[src/rtl/tte_pkg.sv]
// ----------------------------------------------------------------------------
// tte_pkg
// Shared types and codes for the transposition table engine.
// ----------------------------------------------------------------------------
package tte_pkg;

	localparam logic [1:0] OP_PROBE = 2'd0;
	localparam logic [1:0] OP_RECORD = 2'd1;
	localparam logic [1:0] OP_CLEAR = 2'd2;
	localparam logic [1:0] OP_AGE = 2'd3;

	localparam logic [2:0] ST_MISS = 3'd0;
	localparam logic [2:0] ST_HIT = 3'd1;
	localparam logic [2:0] ST_HINT = 3'd2;
	localparam logic [2:0] ST_RECORDED = 3'd3;
	localparam logic [2:0] ST_SKIPPED = 3'd4;
	localparam logic [2:0] ST_CLEARED = 3'd5;

	localparam logic [1:0] FLAG_NONE = 2'd0;
	localparam logic [1:0] FLAG_UPPER = 2'd1;
	localparam logic [1:0] FLAG_LOWER = 2'd2;
	localparam logic [1:0] FLAG_EXACT = 2'd3;

	localparam logic [14:0] MATE_RESET = 15'd28000;
	localparam logic [14:0] WIN_RESET = 15'd32000;
	localparam logic signed [8:0] AGE_STEP = 9'sd2;

	typedef struct packed {
		logic [1:0]         flag;
		logic signed [7:0]  depth;
		logic signed [15:0] value;
		logic [15:0]        mv;
	} entry_t;

	// controller -> datapath
	typedef struct packed {
		logic load;      // capture input beat
		logic rd;        // read entry at working address
		logic op_wr;     // write back record outcome
		logic sweep_rd;  // read sweep address
		logic sweep_wr;  // write aged/cleared entry
		logic cnt_clr;   // restart sweep counter
		logic res_load;  // present result
		logic init_wr;   // zero one entry after reset
	} dp_cmd_t;

	// datapath -> controller
	typedef struct packed {
		logic       sweep_last;
		logic       cnt_last;
		logic [1:0] op;
	} dp_sts_t;

endpackage

[src/rtl/tte_ctrl.sv]
// ----------------------------------------------------------------------------
// tte_ctrl
// Sequencer for lookup, write-back and table sweeps.
// ----------------------------------------------------------------------------
module tte_ctrl (
	input  logic              clk,
	input  logic              arst_n,
	input  logic              in_fire,
	input  logic              res_busy,
	input  tte_pkg::dp_sts_t  sts,
	output logic              in_ready,
	output tte_pkg::dp_cmd_t  cmd
);

	typedef enum logic [5:0] {
		S_INIT  = 6'b000001,
		S_IDLE  = 6'b000010,
		S_READ  = 6'b000100,
		S_EVAL  = 6'b001000,
		S_SWEEP = 6'b010000,
		S_SWWR  = 6'b100000
	} state_t;

	state_t state_q, state_d;

	always_comb begin
		state_d = state_q;
		cmd = '0;
		in_ready = 1'b0;
		unique case (state_q)
			S_INIT: begin
				// zero both tables once after reset
				cmd.init_wr = 1'b1;
				if (sts.cnt_last) begin
					state_d = S_IDLE;
				end
			end
			S_IDLE: begin
				in_ready = !res_busy;
				if (in_fire) begin
					cmd.load = 1'b1;
					cmd.cnt_clr = 1'b1;
					state_d = S_READ;
				end
			end
			S_READ: begin
				if (sts.op == tte_pkg::OP_PROBE || sts.op == tte_pkg::OP_RECORD) begin
					cmd.rd = 1'b1;
					state_d = S_EVAL;
				end else begin
					cmd.sweep_rd = 1'b1;
					state_d = S_SWWR;
				end
			end
			S_EVAL: begin
				cmd.op_wr = 1'b1;
				cmd.res_load = 1'b1;
				state_d = S_IDLE;
			end
			S_SWEEP: begin
				cmd.sweep_rd = 1'b1;
				state_d = S_SWWR;
			end
			S_SWWR: begin
				cmd.sweep_wr = 1'b1;
				if (sts.sweep_last) begin
					cmd.res_load = 1'b1;
					state_d = S_IDLE;
				end else begin
					state_d = S_SWEEP;
				end
			end
			default: state_d = S_IDLE;
		endcase
	end

	always_ff @(posedge clk or negedge arst_n) begin
		if (!arst_n) begin
			state_q <= S_INIT;
		end else begin
			state_q <= state_d;
		end
	end

	a_onehot: assert property (@(posedge clk) disable iff (!arst_n) $onehot(state_q))
		else $error("state not one-hot");
	a_load_idle: assert property (@(posedge clk) disable iff (!arst_n)
		cmd.load |-> state_q == S_IDLE) else $error("load outside idle");
	a_read_next: assert property (@(posedge clk) disable iff (!arst_n)
		cmd.rd |=> state_q == S_EVAL) else $error("read not followed by eval");

endmodule

[config.mk]
export PLATFORM = sky130hd
export DESIGN_NAME = tte_ctrl
export DESIGN_NICKNAME = d
export VERILOG_FILES = /design/src/rtl/tte_pkg.sv /design/src/rtl/tte_ctrl.sv
export SDC_FILE = /design/constraint.sdc
export NUM_CORES = 1
export LEC_CHECK = 0
export ABC_AREA = 1
export BUFFER_PORTS_ARGS = -buffer_cell sky130_fd_sc_hd__buf_2
export CAP_MARGIN = 40
export CORE_AREA = 4 4 41 43
export CTS_BUF_LIST = sky130_fd_sc_hd__clkbuf_8 sky130_fd_sc_hd__clkbuf_16
export DETAILED_ROUTE_END_ITERATION = 10
export DIE_AREA = 0 0 45 47
export SLEW_MARGIN = 15
export SYNTH_ARGS = -nofsm -noshare
export SYNTH_HDL_FRONTEND = slang
export SYNTH_SLANG_ARGS = --single-unit
[constraint.sdc]
create_clock -name clk -period 1.2 [get_ports clk]
set_clock_uncertainty 0.05 [all_clocks]
set_input_delay 0.18 -clock clk [delete_from_list [all_inputs] [get_ports clk]]
set_output_delay 0.18 -clock clk [all_outputs]
set_load 0.02 [all_outputs]
==> impl_metrics.env <==
export IMPL_status="finished with violations"
export IMPL_failed_checks="negative setup slack"
export IMPL_coreArea_um2=1301
export IMPL_timing_final_crit_period_ns=1.515
export IMPL_global_route_usage_total=0.1225
export IMPL_worst_setup_path_type="reg2out"
export IMPL_final_non_filler_cell_total=97
export IMPL_place_area_um2=531.8
export IMPL_holdCritPathClass="in2reg"
export IMPL_synth_xor_xnor_area_share=0
export IMPL_clockBufferDepth=2
export IMPL_clock_pin_slew_on_the_worst_setup_and_hold_paths_ns=0.04
export IMPL_yosys_area_share_adder=0
export IMPL_holdWs_ns=0.06476
export IMPL_vias=433
export IMPL_worst_slew_pin_slew_ns=0.2290
export IMPL_utilization=0.5750
export IMPL_post_place_cells=85
export IMPL_drtAntennaViolNets=0
export IMPL_syn_mean_instance_area_um2=7.459
export IMPL_share_clk_of_total_power=0.200
export IMPL_power_switching_fraction=0.4075
export IMPL_ioPinCount=17
export IMPL_max_vdd_ir_drop_v=0.001139
export IMPL_netlist_instances=52
export IMPL_setup_tns_final_ns=-2.786
export IMPL_detailedRoute_firstIterationViolations=2
export IMPL_grt_antenna_before_repair=0
export IMPL_postRouteWirelength_um=1170
export IMPL_setup_worst_path_start_class="register"
export IMPL_synth_mux_area_fraction=0
export IMPL_yosys_area_top_type_share=0.3226
export IMPL_number_of_enable_flip_flop_cells_after_synthesis=0
export IMPL_clk_latency_ns=0.23
export IMPL_gpl_final_weighted_congestion=0.7203
export IMPL_cts_sink_count=6
export IMPL_num_fill_cells=115
export IMPL_largest_register_ffs=6
export IMPL_comb_power_share=0.613
export IMPL_max_capacitance_violation_count=0
export IMPL_area_growth_pct=92.90
export IMPL_post_synth_main_area_contributors="dfrtp_1 32%, nor2_1 12%, inv_1 9.7%"
export IMPL_most_frequently_used_flop_master_after_synthesis="dfrtp_1"
export IMPL_cellInternalPower_w=0.0009494
export IMPL_dieWidth_um=45
export IMPL_total_count_of_max_transition_violations_in_the_final_report=0
export IMPL_required_time_of_the_critical_path_ns=0.97
export IMPL_ys_async_sr_fraction=1.000
export IMPL_timing_critical_path_fanout_max=5
export IMPL_mappedNetlistArea_um2=387.9
export IMPL_global_route_overflow_total=0
export IMPL_final_setup_worst_slack_ns=-0.3153
export IMPL_std_cell_rows=13
export IMPL_seqPwrFrac=0.187
export IMPL_count_of_cell_types_in_the_netlist=17
export IMPL_hold_viol=0
export IMPL_largest_registers="state_q x6"
export IMPL_wire_per_inst_um=12.06
export IMPL_unrepaired_setup_endpoints_after_global_routing="yes"
export IMPL_arrival_ns=1.29
export IMPL_antenna_cells=0
export IMPL_io_buffer_count=15
export IMPL_ys_seq_elements=6
export IMPL_number_of_global_route_vias_before_repair=449
export IMPL_detail_route_drc_violations=0
export IMPL_place_detailed_hpwl_um=735
export IMPL_fmax_mhz=660.0
export IMPL_grt_start_max_net_pins=7
export IMPL_synth_yosys_warnings=0
export IMPL_yosysTopAreaCell="dfrtp_1"
export IMPL_grt_pass1_wl_um=1883
export IMPL_dominant_combinational_cell_family_by_area_after_synthesis="simple AND/OR/NAND/NOR gates"
export IMPL_synth_compound_area_share=0.05806
export IMPL_die_area_um2=2115
export IMPL_htreeDepth=1
export IMPL_final_area_um2=748.2
export IMPL_die_y_um=47
export IMPL_firstDrtPassIters=3
export IMPL_synthSimpleGateAreaFrac=0.4258
export IMPL_power_density_cell_area_nw_per_um2=2141
export IMPL_power_switching_w=0.0006529
export IMPL_floorplan_initialDensity=0.2981
export IMPL_cts_made_buffers=3
export IMPL_fin_nets=91
export IMPL_largest_register="state_q"
export IMPL_post_synth_top_count_cell="nor2_1"
export IMPL_end_kind="output port"
export IMPL_detail_routed_via_count_per_cell=4.464
export IMPL_seq_area_frac_synth=0.3903
export IMPL_root_buffer="clkbuf_8"
export IMPL_post_route_cells_drive_above_1_share=0.6341
export IMPL_report_final_setup_viol=12
export IMPL_final_min_period_over_clock_period=1.263
export IMPL_yosys_top_cells_count="12 x nor2_1, 10 x inv_1, 5 x dfrtp_1, 5 x nand2_1"
export IMPL_max_slew_margin=0.8470
export IMPL_power_static_leakage_nw=0.3772
export IMPL_tritoncts="done"
export IMPL_synth_fp_nets=60
==> cell families after synthesis <==
family,count (synthesis)
buffers and inverters,12
AO/OA/AOI/OAI,4
AND/OR/NAND/NOR,30
flip-flops,6
==> worst paths after layout <==
| kind | start | to | slack (ns) | cells past startpoint |
|---|---|---|---|---|
| setup / recovery | state_q[5]$_DFFE_PN0P_ | cmd[6] | -0.32 | 4 |
| hold / removal | sts[3] | state_q[4]$_DFFE_PN0P_ | 0.06 | 2 |
| setup reg to reg | state_q[5]$_DFFE_PN0P_ | state_q[1]$_DFFE_PN0P_ | -0.21 | 8 |
| hold reg to reg | state_q[1]$_DFFE_PN0P_ | state_q[0]$_DFFE_PN1P_ | 0.55 | 3 |
| max in group asynchronous | arst_n | state_q[0]$_DFFE_PN1P_ | 0.56 | 2 |
| min in group asynchronous | arst_n | state_q[3]$_DFFE_PN0P_ | 0.31 | 2 |
==> layout make-up <==
cell class / instances / area, um^2 / share of cell area
Multi-Input combinational cell: 34 / 262.8 / 0.3512
Clock buffer: 3 / 41.29 / 0.05518
Timing Repair Buffer: 27 / 227.7 / 0.3043
Inverter: 11 / 41.29 / 0.05518
Clock inverter: 1 / 3.754 / 0.005017
Sequential cell: 6 / 152.6 / 0.2040
Tap cell: 15 / 18.77 / 0.02508
==> critical path, cell delays in order (launching register included) <==
cell	delay (ns)
dfrtp_1	0.41
nor2_4	0.24
nand3_4	0.13
nor2_2	0.14
buf_6	0.14
==> stage by stage <==
stage | power (W) | setup WS [ns]
final | 0.001602 | -0.3153
after CTS | 0.001465 | -0.2879
after global routing | 0.001700 | -0.3555
after detailed placement | 0.0009002 | -0.1047
after floorplan | 0.0007302 | -0.07070
after global placement | 0.0008899 | -0.08568
==> routing by layer <==
| metal | vias up | track usage | share of wire |
|---|---|---|---|
| li1 | 225 | - | - |
| met1 | 193 | 0.1555 | 0.40 |
| met2 | 12 | 0.2090 | 0.53 |
| met3 | 3 | 0.01533 | 0.050 |
| met4 | 0 | 0.05263 | 0.021 |
| met5 | - | 0 | 0 |
==> power by group through the flow <==
stage | Combinational, W | Clock, W | Sequential [W]
after global placement | 0.000598 | 0 | 0.000292
final | 0.000982 | 0.000321 | 0.000300
after global routing | 0.00106 | 0.000335 | 0.000305
after CTS | 0.000845 | 0.000325 | 0.000295
after floorplan | 0.000441 | 0 | 0.000289
after detailed placement | 0.000605 | 0 | 0.000295
==> what timing repair did <==
action                                  in CTS  in global routing
endpoints found under the setup margin      10                 13
hold buffers                                 1                  0
gates cloned                                 0                  0
gates resized for setup                     17                 16
pin swaps                                   10                  9
endpoints found under the hold margin        6                  0
buffers inserted                             5                  4
==> placed cells by master, fill, tap and decap left out, types with 2 or more instances in the layout <==
cell type  netlist  final
inv_1           10     11
buf_4            1     10
buf_6            0     10
nor2_4           3      6
nor2_2           1      6
buf_2            0      6
nor2_1          12      4
dfrtp_1          5      4
nand2_1          5      3
nand4_1          3      3
clkbuf_8         0      3
nand3_4          0      2
nand2_2          1      2
Note: power is estimated with default switching activity, not from simulation.
